--- src/rtl/core/xrg_pkg.sv ---
// Shared types, constants and helper functions for the xoshiro128** generator.
// No dependencies; imported by every module of the block.
`timescale 1ns / 1ps

package xrg_pkg;

    localparam int unsigned WordW = 32;

    localparam logic [WordW-1:0] GOLDEN_STEP = 32'h9E3779B9;
    localparam logic [WordW-1:0] FIN_MUL_A   = 32'h21F0AAAD;
    localparam logic [WordW-1:0] FIN_MUL_B   = 32'h735A2D97;
    localparam logic [WordW-1:0] STAR_MUL_A  = 32'd5;
    localparam logic [WordW-1:0] STAR_MUL_B  = 32'd9;

    typedef enum logic [1:0] {
        CMD_RESEED  = 2'd0,
        CMD_RAW     = 2'd1,
        CMD_BOUNDED = 2'd2,
        CMD_MIX     = 2'd3
    } cmd_t;

    typedef enum logic [3:0] {
        ST_IDLE,
        ST_FIN_A,
        ST_FIN_B,
        ST_FIN_C,
        ST_CUT,
        ST_DRAW_A,
        ST_DRAW_B,
        ST_DRAW_C,
        ST_MOD,
        ST_OUT
    } state_t;

    typedef struct packed {
        logic [WordW-1:0] a;
        logic [WordW-1:0] b;
    } mul_req_t;

    typedef struct packed {
        logic             start;
        logic [WordW-1:0] dividend;
        logic [WordW-1:0] divisor;
    } rem_req_t;

    typedef struct packed {
        logic             done;
        logic [WordW-1:0] remainder;
    } rem_rsp_t;

    // splitmix32 finaliser; only evaluated at elaboration for reset values
    function automatic logic [WordW-1:0] fin32(input logic [WordW-1:0] v_in);
        logic [WordW-1:0] v;
        v = v_in;
        v = v ^ (v >> 16);
        v = v * FIN_MUL_A;
        v = v ^ (v >> 15);
        v = v * FIN_MUL_B;
        v = v ^ (v >> 15);
        return v;
    endfunction

    // state after reset: expansion of a zero seed
    localparam logic [WordW-1:0] RST_W0 = fin32(GOLDEN_STEP);
    localparam logic [WordW-1:0] RST_W1 = fin32(WordW'(GOLDEN_STEP * 2));
    localparam logic [WordW-1:0] RST_W2 = fin32(WordW'(GOLDEN_STEP * 3));
    localparam logic [WordW-1:0] RST_W3 = fin32(WordW'(GOLDEN_STEP * 4));

endpackage

--- src/rtl/core/xoshiro128ss_random_generator_top.sv ---
// Top level of the xoshiro128** generator: sequencer, state words, output register.
// Depends on xrg_pkg, xrg_mul and xrg_rem.
`timescale 1ns / 1ps

// xoshiro128** random word generator. Each input beat carries a command in
// s_axis_tuser and gives exactly one output beat. One shared registered
// multiplier does every multiply (finaliser and starstar scramble), and one
// bit-serial remainder unit does every modulo, so the block takes one beat
// at a time and is not ready while a command runs. A mix runs one finaliser
// pass, a raw draw one scramble and state step, and a reseed four finaliser
// passes; a bounded draw computes the threshold remainder, draws again while
// a draw falls below the threshold, then takes the final remainder; bound
// zero goes straight to the output with bad_bound set. The remainder unit
// works through 32 serial steps. The output register holds a finished result
// while the next command is taken; a result waits in the sequencer only if
// the previous one is still not taken. seed_word is written via seed_word_we
// and only takes effect on the next reseed command; the state after reset is
// the expansion of a zero seed.
module xoshiro128ss_random_generator_top
    import xrg_pkg::*;
(
    input  logic        clk,
    input  logic        rst_n,
    // configuration
    input  logic        seed_word_we,
    input  logic [31:0] seed_word_wdata,
    // command stream
    input  logic        s_axis_tvalid,
    output logic        s_axis_tready,
    input  logic [63:0] s_axis_tdata,   // [31:0] bound, [63:32] mix_input
    input  logic [1:0]  s_axis_tuser,   // [1:0] command
    // result stream
    output logic        m_axis_tvalid,
    input  logic        m_axis_tready,
    output logic [31:0] m_axis_tdata,   // [31:0] result_word
    output logic [0:0]  m_axis_tuser    // [0] bad_bound
);

    state_t           state_reg, state_next;
    logic [WordW-1:0] seed_reg;
    logic [WordW-1:0] w_reg [4];
    logic [WordW-1:0] w_next [4];
    logic [WordW-1:0] acc_reg, acc_next;
    logic [WordW-1:0] val_reg, val_next;
    logic [WordW-1:0] lim_reg, lim_next;
    logic [WordW-1:0] cut_reg, cut_next;
    logic [WordW-1:0] res_reg, res_next;
    logic             flag_reg, flag_next;
    cmd_t             cmd_reg, cmd_next;
    logic [1:0]       cnt_reg, cnt_next;

    logic             m_valid_reg, m_valid_next;
    logic [WordW-1:0] m_data_reg, m_data_next;
    logic             m_user_reg, m_user_next;

    logic             accept;
    logic             out_free;
    cmd_t             in_cmd;
    logic [WordW-1:0] in_bound;
    logic [WordW-1:0] in_mix;

    mul_req_t         mul_req;
    logic [WordW-1:0] prod;
    rem_req_t         rem_req;
    rem_rsp_t         rem_rsp;

    logic [WordW-1:0] fin_b_op;
    logic [WordW-1:0] fin_word;
    logic [WordW-1:0] m2;
    logic [WordW-1:0] m3;
    logic             draw_low;

    assign in_cmd   = cmd_t'(s_axis_tuser);
    assign in_bound = s_axis_tdata[31:0];
    assign in_mix   = s_axis_tdata[63:32];

    assign s_axis_tready = (state_reg == ST_IDLE);
    assign accept        = s_axis_tvalid && s_axis_tready;
    assign out_free      = !m_valid_reg || m_axis_tready;

    assign fin_b_op = prod ^ (prod >> 15);
    assign fin_word = prod ^ (prod >> 15);
    assign m2       = w_reg[2] ^ w_reg[0];
    assign m3       = w_reg[3] ^ w_reg[1];
    assign draw_low = prod < cut_reg;

    xrg_mul u_mul
    (
        .clk  (clk),
        .req  (mul_req),
        .prod (prod)
    );

    xrg_rem u_rem
    (
        .clk   (clk),
        .rst_n (rst_n),
        .req   (rem_req),
        .rsp   (rem_rsp)
    );

    // next state
    always_comb
    begin
        state_next = state_reg;
        unique case (state_reg)
            ST_IDLE:
            begin
                if (accept)
                begin
                    unique case (in_cmd)
                        CMD_RESEED, CMD_MIX: state_next = ST_FIN_A;
                        CMD_RAW:             state_next = ST_DRAW_A;
                        CMD_BOUNDED:         state_next = (in_bound == '0) ? ST_OUT : ST_CUT;
                        default:             state_next = ST_IDLE;
                    endcase
                end
            end
            ST_FIN_A:  state_next = ST_FIN_B;
            ST_FIN_B:  state_next = ST_FIN_C;
            ST_FIN_C:
            begin
                if (cmd_reg == CMD_RESEED && cnt_reg != 2'd3)
                    state_next = ST_FIN_A;
                else
                    state_next = ST_OUT;
            end
            ST_CUT:    state_next = rem_rsp.done ? ST_DRAW_A : ST_CUT;
            ST_DRAW_A: state_next = ST_DRAW_B;
            ST_DRAW_B: state_next = ST_DRAW_C;
            ST_DRAW_C:
            begin
                if (cmd_reg == CMD_RAW)
                    state_next = ST_OUT;
                else if (draw_low)
                    state_next = ST_DRAW_A;
                else
                    state_next = ST_MOD;
            end
            ST_MOD:    state_next = rem_rsp.done ? ST_OUT : ST_MOD;
            ST_OUT:    state_next = out_free ? ST_IDLE : ST_OUT;
            default:   state_next = ST_IDLE;
        endcase
    end

    // datapath and unit requests
    always_comb
    begin
        for (int i = 0; i < 4; i++)
        begin
            w_next[i] = w_reg[i];
        end
        acc_next     = acc_reg;
        val_next     = val_reg;
        lim_next     = lim_reg;
        cut_next     = cut_reg;
        res_next     = res_reg;
        flag_next    = flag_reg;
        cmd_next     = cmd_reg;
        cnt_next     = cnt_reg;
        m_valid_next = m_valid_reg;
        m_data_next  = m_data_reg;
        m_user_next  = m_user_reg;

        mul_req.a        = val_reg ^ (val_reg >> 16);
        mul_req.b        = FIN_MUL_A;
        rem_req.start    = 1'b0;
        rem_req.dividend = WordW'(0) - lim_reg;
        rem_req.divisor  = lim_reg;

        // drop the output beat once taken
        if (m_valid_reg && m_axis_tready)
            m_valid_next = 1'b0;

        unique case (state_reg)
            ST_IDLE:
            begin
                if (accept)
                begin
                    cmd_next  = in_cmd;
                    lim_next  = in_bound;
                    cnt_next  = '0;
                    res_next  = '0;
                    flag_next = 1'b0;
                    if (in_cmd == CMD_RESEED)
                    begin
                        acc_next = seed_reg + GOLDEN_STEP;
                        val_next = seed_reg + GOLDEN_STEP;
                    end
                    else
                    begin
                        val_next = in_mix;
                    end
                    if (in_cmd == CMD_BOUNDED)
                    begin
                        if (in_bound == '0)
                        begin
                            flag_next = 1'b1;
                        end
                        else
                        begin
                            // threshold (2^32 - bound) mod bound
                            rem_req.start    = 1'b1;
                            rem_req.dividend = WordW'(0) - in_bound;
                            rem_req.divisor  = in_bound;
                        end
                    end
                end
            end
            ST_FIN_A:
            begin
                mul_req.a = val_reg ^ (val_reg >> 16);
                mul_req.b = FIN_MUL_A;
            end
            ST_FIN_B:
            begin
                mul_req.a = fin_b_op;
                mul_req.b = FIN_MUL_B;
            end
            ST_FIN_C:
            begin
                if (cmd_reg == CMD_RESEED)
                begin
                    w_next[cnt_reg] = fin_word;
                    if (cnt_reg == 2'd3)
                    begin
                        // all-zero state would be stuck; force word 0 to one
                        if ((w_reg[0] | w_reg[1] | w_reg[2] | fin_word) == '0)
                            w_next[0] = WordW'(1);
                    end
                    else
                    begin
                        cnt_next = cnt_reg + 2'd1;
                        acc_next = acc_reg + GOLDEN_STEP;
                        val_next = acc_reg + GOLDEN_STEP;
                    end
                end
                else
                begin
                    res_next = fin_word;
                end
            end
            ST_CUT:
            begin
                if (rem_rsp.done)
                    cut_next = rem_rsp.remainder;
            end
            ST_DRAW_A:
            begin
                // scramble word 1 and advance the state together
                mul_req.a = w_reg[1];
                mul_req.b = STAR_MUL_A;
                w_next[0] = w_reg[0] ^ m3;
                w_next[1] = w_reg[1] ^ m2;
                w_next[2] = m2 ^ (w_reg[1] << 9);
                w_next[3] = {m3[20:0], m3[31:21]};
            end
            ST_DRAW_B:
            begin
                mul_req.a = {prod[24:0], prod[31:25]};
                mul_req.b = STAR_MUL_B;
            end
            ST_DRAW_C:
            begin
                if (cmd_reg == CMD_RAW)
                begin
                    res_next = prod;
                end
                else if (!draw_low)
                begin
                    rem_req.start    = 1'b1;
                    rem_req.dividend = prod;
                    rem_req.divisor  = lim_reg;
                end
            end
            ST_MOD:
            begin
                if (rem_rsp.done)
                    res_next = rem_rsp.remainder;
            end
            ST_OUT:
            begin
                // load the result once the output register is free
                if (out_free)
                begin
                    m_valid_next = 1'b1;
                    m_data_next  = res_reg;
                    m_user_next  = flag_reg;
                end
            end
            default:
            begin
            end
        endcase
    end

    always_ff @(posedge clk or negedge rst_n)
    begin
        if (!rst_n)
        begin
            state_reg   <= ST_IDLE;
            m_valid_reg <= 1'b0;
            seed_reg    <= '0;
            w_reg[0]    <= RST_W0;
            w_reg[1]    <= RST_W1;
            w_reg[2]    <= RST_W2;
            w_reg[3]    <= RST_W3;
            cmd_reg     <= CMD_RESEED;
            cnt_reg     <= '0;
        end
        else
        begin
            state_reg   <= state_next;
            m_valid_reg <= m_valid_next;
            if (seed_word_we)
                seed_reg <= seed_word_wdata;
            for (int i = 0; i < 4; i++)
            begin
                w_reg[i] <= w_next[i];
            end
            cmd_reg     <= cmd_next;
            cnt_reg     <= cnt_next;
        end
    end

    always_ff @(posedge clk)
    begin
        acc_reg    <= acc_next;
        val_reg    <= val_next;
        lim_reg    <= lim_next;
        cut_reg    <= cut_next;
        res_reg    <= res_next;
        flag_reg   <= flag_next;
        m_data_reg <= m_data_next;
        m_user_reg <= m_user_next;
    end

    assign m_axis_tvalid   = m_valid_reg;
    assign m_axis_tdata    = m_data_reg;
    assign m_axis_tuser[0] = m_user_reg;

endmodule

--- src/rtl/core/xrg_mul.sv ---
// Shared 32x32 multiplier, low word kept, one register stage.
// Depends on xrg_pkg for the operand struct.
`timescale 1ns / 1ps

module xrg_mul
    import xrg_pkg::*;
(
    input  logic             clk,
    input  mul_req_t         req,
    output logic [WordW-1:0] prod
);

    logic [WordW-1:0] prod_reg;
    logic [WordW-1:0] prod_next;

    assign prod_next = req.a * req.b;

    always_ff @(posedge clk)
    begin
        prod_reg <= prod_next;
    end

    assign prod = prod_reg;

endmodule

--- src/rtl/core/xrg_rem.sv ---
// Bit-serial restoring remainder unit: one quotient bit per cycle while busy.
// Depends on xrg_pkg for the request and response structs.
`timescale 1ns / 1ps

module xrg_rem
    import xrg_pkg::*;
(
    input  logic     clk,
    input  logic     rst_n,
    input  rem_req_t req,
    output rem_rsp_t rsp
);

    logic             busy_reg, busy_next;
    logic             done_reg, done_next;
    logic [4:0]       cnt_reg, cnt_next;
    logic [WordW-1:0] rem_reg, rem_next;
    logic [WordW-1:0] quo_reg, quo_next;
    logic [WordW-1:0] div_reg, div_next;
    logic [WordW:0]   trial;
    logic             fits;

    assign trial = {rem_reg, quo_reg[WordW-1]};
    assign fits  = trial >= {1'b0, div_reg};

    always_comb
    begin
        busy_next = busy_reg;
        done_next = 1'b0;
        cnt_next  = cnt_reg;
        rem_next  = rem_reg;
        quo_next  = quo_reg;
        div_next  = div_reg;
        if (req.start)
        begin
            busy_next = 1'b1;
            cnt_next  = '0;
            rem_next  = '0;
            quo_next  = req.dividend;
            div_next  = req.divisor;
        end
        else if (busy_reg)
        begin
            // shift in the next dividend bit, subtract if it fits
            rem_next = fits ? WordW'(trial - {1'b0, div_reg}) : trial[WordW-1:0];
            quo_next = {quo_reg[WordW-2:0], 1'b0};
            cnt_next = cnt_reg + 5'd1;
            if (cnt_reg == 5'd31)
            begin
                busy_next = 1'b0;
                done_next = 1'b1;
            end
        end
    end

    always_ff @(posedge clk or negedge rst_n)
    begin
        if (!rst_n)
        begin
            busy_reg <= 1'b0;
            done_reg <= 1'b0;
            cnt_reg  <= '0;
        end
        else
        begin
            busy_reg <= busy_next;
            done_reg <= done_next;
            cnt_reg  <= cnt_next;
        end
    end

    always_ff @(posedge clk)
    begin
        rem_reg <= rem_next;
        quo_reg <= quo_next;
        div_reg <= div_next;
    end

    assign rsp.done      = done_reg;
    assign rsp.remainder = rem_reg;

endmodule
--- config.mk ---
export PLATFORM = sky130hd
export DESIGN_NAME = xoshiro128ss_random_generator_top
export DESIGN_NICKNAME = d
export VERILOG_FILES = /design/src/rtl/core/xrg_pkg.sv /design/src/rtl/core/xoshiro128ss_random_generator_top.sv /design/src/rtl/core/xrg_mul.sv /design/src/rtl/core/xrg_rem.sv
export SDC_FILE = /design/constraint.sdc
export NUM_CORES = 2
export LEC_CHECK = 0
export BUFFER_PORTS_ARGS = -buffer_cell sky130_fd_sc_hd__buf_2
export CAP_MARGIN = 0
export CORE_MARGIN = 4
export CORE_UTILIZATION = 31
export CTS_CLUSTER_SIZE = 30
export DETAILED_ROUTE_END_ITERATION = 10
export GPL_ROUTABILITY_DRIVEN = 1
export GPL_TIMING_DRIVEN = 0
export MAX_ROUTING_LAYER = met4
export PLACE_DENSITY = 0.49
export SETUP_SLACK_MARGIN = 0.5
export SKIP_CTS_REPAIR_TIMING = 1
export SYNTH_ARGS = -nofsm -noshare
export SYNTH_HDL_FRONTEND = slang
export SYNTH_SLANG_ARGS = --single-unit
export TNS_END_PERCENT = 30
--- constraint.sdc ---
create_clock -name clk -period 18.5 [get_ports clk]
set_clock_uncertainty 0.05 [all_clocks]
set_input_delay 3.7 -clock clk [delete_from_list [all_inputs] [get_ports clk]]
set_output_delay 3.7 -clock clk [all_outputs]
set_load 0.01 [all_outputs]
Word level (Yosys, flattened, before mapping)
Cells that the tools add are included.
Cells by class
  add/sub/neg operators: 7
  multipliers: 1
  $lt $le $gt $ge: 4
  eq/ne operators: 23
  mux-type cells: 56
  bitwise gates (word level): 11
  reductions and logical operators: 23
Operators with widths (number)
  $mux 32: 16
  $mux 65: 5
  $pmux 128 s2: 1
  $pmux 64 s3: 1
  $xor 32x32->32: 5
  $pmux 65 s2: 1
  $bwmux 128: 1
  $mux 128: 1
  $pmux 32 s2: 2
  $pmux 32 s4: 1
  $or 32x32->32: 3
  $add 32x32->32 const B: 2
  $demux 32 s2: 1
  $logic_not 32->1: 2
  $sub 1x32->32 const A: 2
  $pmux 4 s10: 1
  $ge 33x32->1: 1
  $lt 32x32->1: 1
  $mul 32x32->32: 1
  $sub 32x32->32: 1
  $xor 32x16->32: 1
  $xor 32x17->32: 1
  $mux 4: 6
  $eq 4x3->1 const B: 4
  29 further kinds: 64
Storage, ports and cells
  bits in registers: 498
  bits of input ports: 103
  output and inout port bits: 35
  word-level logic and storage cells: 149

Longest topological paths before layout
  depth in word-level cells: 10
  mapped depth: 35
  depth with buffers taken out: 32

Modules after synthesis
Synthesis repeated with hierarchy kept, for this count alone.
Second synthesis, totals
  cells, all modules: 4631
  area, all modules: 44391.3 sq um
By module, submodules not included
  xoshiro128ss_random_generator_top: instances 1, cells an instance 2297, area each 22064.9 sq um, seq. area each 10126.0 sq um
  xrg_mul: instances 1, cells an instance 1743, area each 16420.7 sq um, seq. area each 640.6 sq um
  xrg_rem: instances 1, cells an instance 591, area each 5905.7 sq um, seq. area each 2737.6 sq um

Least setup slack after synthesis
Ideal clock, no wire load.
  path kind: register to register
  start point: reg state_reg[2]
  end point: reg u_mul.prod_reg[31], in the netlist u_mul.prod[31]
  setup time: 72 ps
  arrival: 8227 ps
  data required time: 18378 ps
  slack: 10151 ps
  stages on the path, launching flop included: 33
  path buffers: 5
  clock period less this slack: 8349 ps
  path through: dfrtp_1 buf_4 nor4bb_1 buf_2 buf_1 clkbuf_1 buf_1 nand2_1 nand3_1 a21oi_1 nor2_1 ha_1 fa_1 inv_1 fa_1 fa_1 fa_1 inv_1 fa_1 inv_1 fa_1 fa_1 inv_1 ha_1 a21o_1 a21oi_1 o21ai_0 or3_1 o211a_1 o21a_1 o21a_1 o41ai_1 xnor2_1
On the way
  word-level cells in the longest chain between the ends: 3
  elaborated cells on any way between the ends: 5
  classes of those cells: mul: 1; eq/ne: 3; mux: 1
RTL lines
  start: declaration: RTL line xoshiro128ss_random_generator_top.sv:39  | state_t state_reg, state_next;
  start signal: assignment: RTL line xoshiro128ss_random_generator_top.sv:313  | state_reg <= state_next;
  $eq 4x3->1 / $eq 4x2->1 (equally long branches): RTL line xoshiro128ss_random_generator_top.sv:175  | unique case (state_reg)
  $pmux 64 s3 (*): RTL line xoshiro128ss_random_generator_top.sv:175
  $mul 32x32->32 (*): RTL line xrg_mul.sv:16  | assign prod_next = req.a * req.b;
  via u_mul.prod_next[31]: RTL line xrg_mul.sv:14  | logic [WordW-1:0] prod_next;
  end signal: assignment: RTL line xrg_mul.sv:20  | prod_reg <= prod_next;
  end: declaration: RTL line xrg_mul.sv:13  | logic [WordW-1:0] prod_reg;
The timed path passes the listed nets; every way through them passes the cells marked *.
A chain may end at the register's enable or synchronous reset.

Worst setup path after layout
  start point: reg u_mul.prod_reg[18], in the netlist u_mul.prod[18]
  end point: reg u_mul.prod_reg[31], in the netlist u_mul.prod[31]
On the way
  word-level cells in the longest chain between the ends: 3
RTL lines
  $xor 32x17->32: RTL line xoshiro128ss_random_generator_top.sv:81  | assign fin_b_op = prod ^ (prod >> 15);
  $pmux 64 s3 (*): RTL line xoshiro128ss_random_generator_top.sv:175
  $mul 32x32->32 (*): RTL line xrg_mul.sv:16
  via u_mul.prod_next[31]: RTL line xrg_mul.sv:14
Marks and branches as above.

==> results.toml <==
[status]
status = "finished, violations left"
violations = "max-capacitance violations, max-slew violations"

[logic_synthesis]
synth_most_common_cell = "inv_1"
synth_edf_count = 258
synth-main-ff-cell = "edfxtp_1"
synth_nets = 4660
synth_common_cells = "inv_1 (567), nand2_1 (381), nor2_1 (329)"
synth_cell_types = 88
syn_area_mm2 = 0.0392
synth_area_leaders = "edfxtp_1 (20%), fa_1 (16%), ha_1 (8.4%)"
yosysTopAreaCell = "edfxtp_1"
ys_async_sr_fraction = 0.353
netlist_instances = 3985
ys_seq_elements = 498
synth_seq_area_share = 0.344
synth_area_per_cell_um2 = 9.84
yosysTopAreaCellShare = 0.198
yosysWarnings = 0

[drt]
via_count = 31600
ant_nets = 0
vias_per_cell = 5.35
routedWlPerCell_um = 26.8
routed_wl_mm = 158
drtPass1Iterations = 6
drt_iter0_drc = 3385
drc_errors = 0

[setup_path]
critPathMaxFanout = 10
cp-end-kind = "flop"
required_ns = 19.10
crit_top_cell = "inv_1"
reg2reg_depth = 32
slowest_stage = "nor2_1"
criticalPathCategory = "flop to flop"
start_kind = "flop"
arrival_ns = 13.50
slowest_delay_ns = 1.20

[cells_and_area]
nFillCells = 12800
area_delta_synth_final_pct = 12.8
drive_gt1_frac = 0.0977
largest_register_ff_count = 128
finalNetCount = 4870

[timing]
drv_slew = 12
hold_viol_final = 0
period_needed_ns = 12.90
tightest_slew_ns = 1.61
clock.fmax_ghz = 0.0775
setup_tns_ns = 0
rsz0062_at_grt = "false"
setup_viol = 0
maxSlewHeadroom = -0.0814
layout_worst_path_cycle_share = 0.697

[clocking]
clk_transition_reported_paths_ns = 0.07
cts_buffer_depth = 3
cts_sinks = 498
cts_tree = "built"
cts_buffers = 60
h-tree-depth = 2
clock_latency_ns = 0.72
root_buffer = "clkbuf_16"

[placed_design]
place_congestion = 1.03
dp_hpwl_mm = 126
numPortBuffers = 136

[global_routing]
grt_pass1_wl_mm = 225
grt_pass1_vias = 30700
overflow = 0
grt_usage = 0.243
antenna_found_initial = 8
grt_max_degree = 96

[worst_hold_path]
hold_depth = 0
hp-class = "flop to flop"

[die]
start_util = 0.312
io_pins = 138
die_h_um = 364
die-area_mm2 = 0.132
core-area_mm2 = 0.126
rows = 130
die_w_um = 364

[flow_run]
cap_violations = 1
layout make-up:
cell class              instances  area, um^2  share of cell area
clock buffers                  79        1630              0.0370
repair buffers                148         893              0.0202
clock inverters                35         377             0.00852
multi-input cells            2764       23000               0.520
plain buffers                 153         606              0.0137
diodes                          2        5.00            0.000113
inverters                     570        2140              0.0484
flip-flops and latches        498       13500               0.305
well taps                    1650        2060              0.0467
cells by family (layout without fill, tap and decap cells):
group | Yosys count | after routing | synth area share
other cells | 0 | 2 | 0
compound gates | 755 | 755 | 0.131
fa+ha+maj | 572 | 572 | 0.241
simple gates | 1031 | 1031 | 0.118
mux | 84 | 84 | 0.0227
buf+inv | 723 | 985 | 0.0700
xor+xnor | 322 | 322 | 0.0725
flops | 498 | 498 | 0.344
cell usage in the layout, fill, tap and decap left out, types with 26 or more instances in the layout:
cell type / netlist / layout
mux2i_1: 45 / 45
dfstp_2: 57 / 57
nor2_1: 329 / 327
fa_1: 308 / 308
nor4_1: 44 / 44
edfxtp_1: 258 / 258
ha_1: 264 / 264
a21oi_1: 195 / 195
inv_1: 567 / 565
a221o_1: 43 / 43
mux2_2: 39 / 39
o22ai_1: 37 / 37
clkbuf_16: 0 / 61
nand3_1: 55 / 55
a21o_1: 40 / 40
o211ai_1: 44 / 44
clkbuf_1: 108 / 121
xor2_1: 104 / 104
and2_1: 30 / 30
nor3_1: 58 / 57
nand2_1: 381 / 381
dfxtp_1: 64 / 64
xnor2_1: 216 / 215
o21ai_0: 147 / 147
a221oi_1: 29 / 29
dfrtp_1: 119 / 119
nand2b_1: 28 / 28
o211a_1: 26 / 26
buf_2: 21 / 156
worst paths after layout:
kind	from	endpoint	slack [ns]
worst max-delay path	u_mul.prod[18]	u_mul.prod[31]	5.60
worst min-delay path	res_reg[6]	m_axis_tdata[6]	0.37
worst max register to register	u_mul.prod[18]	u_mul.prod[31]	5.60
worst min register to register	res_reg[6]	m_axis_tdata[6]	0.37
max in group asynchronous	rst_n	w_reg[49]	14.37
min in group asynchronous	rst_n	seed_reg[7]	2.98
stage by stage:
stage               cell area (um^2)  utilization  hold WS [ns]  instances  worst slack, ns
floorplan                      39200            -         0.350       3985            10.15
global placement               42000        0.334         0.351       5771             5.93
detailed placement             42200        0.336         0.355       5782             6.03
CTS                            44200        0.352         0.368       5896             5.98
global route                   44200        0.352         0.372       5899             5.65
finish                         44200        0.352         0.366       5899             5.60
worst max-delay path: cells and delay by family, from the launching register on:
kind	cells	cell delay (ns)
XOR/XNOR	2	0.77
flip-flops	1	0.43
AND/OR/NAND/NOR	4	2.12
adder cells (fa/ha/maj)	9	3.34
AO/OA/AOI/OAI	9	3.55
buffers and inverters	8	2.52
layer usage:
metal	GRT usage	up-vias	routed length, um
met2	0.360	1322	69400
met5	-	-	0
met4	0.0791	0	6110
met1	0.338	16000	70400
li1	-	14000	-
met3	0.0413	249	12200
Power is left out: the tool's default activity adds up to more than one toggle a clock period on the data nets, which glitch-free logic cannot reach.
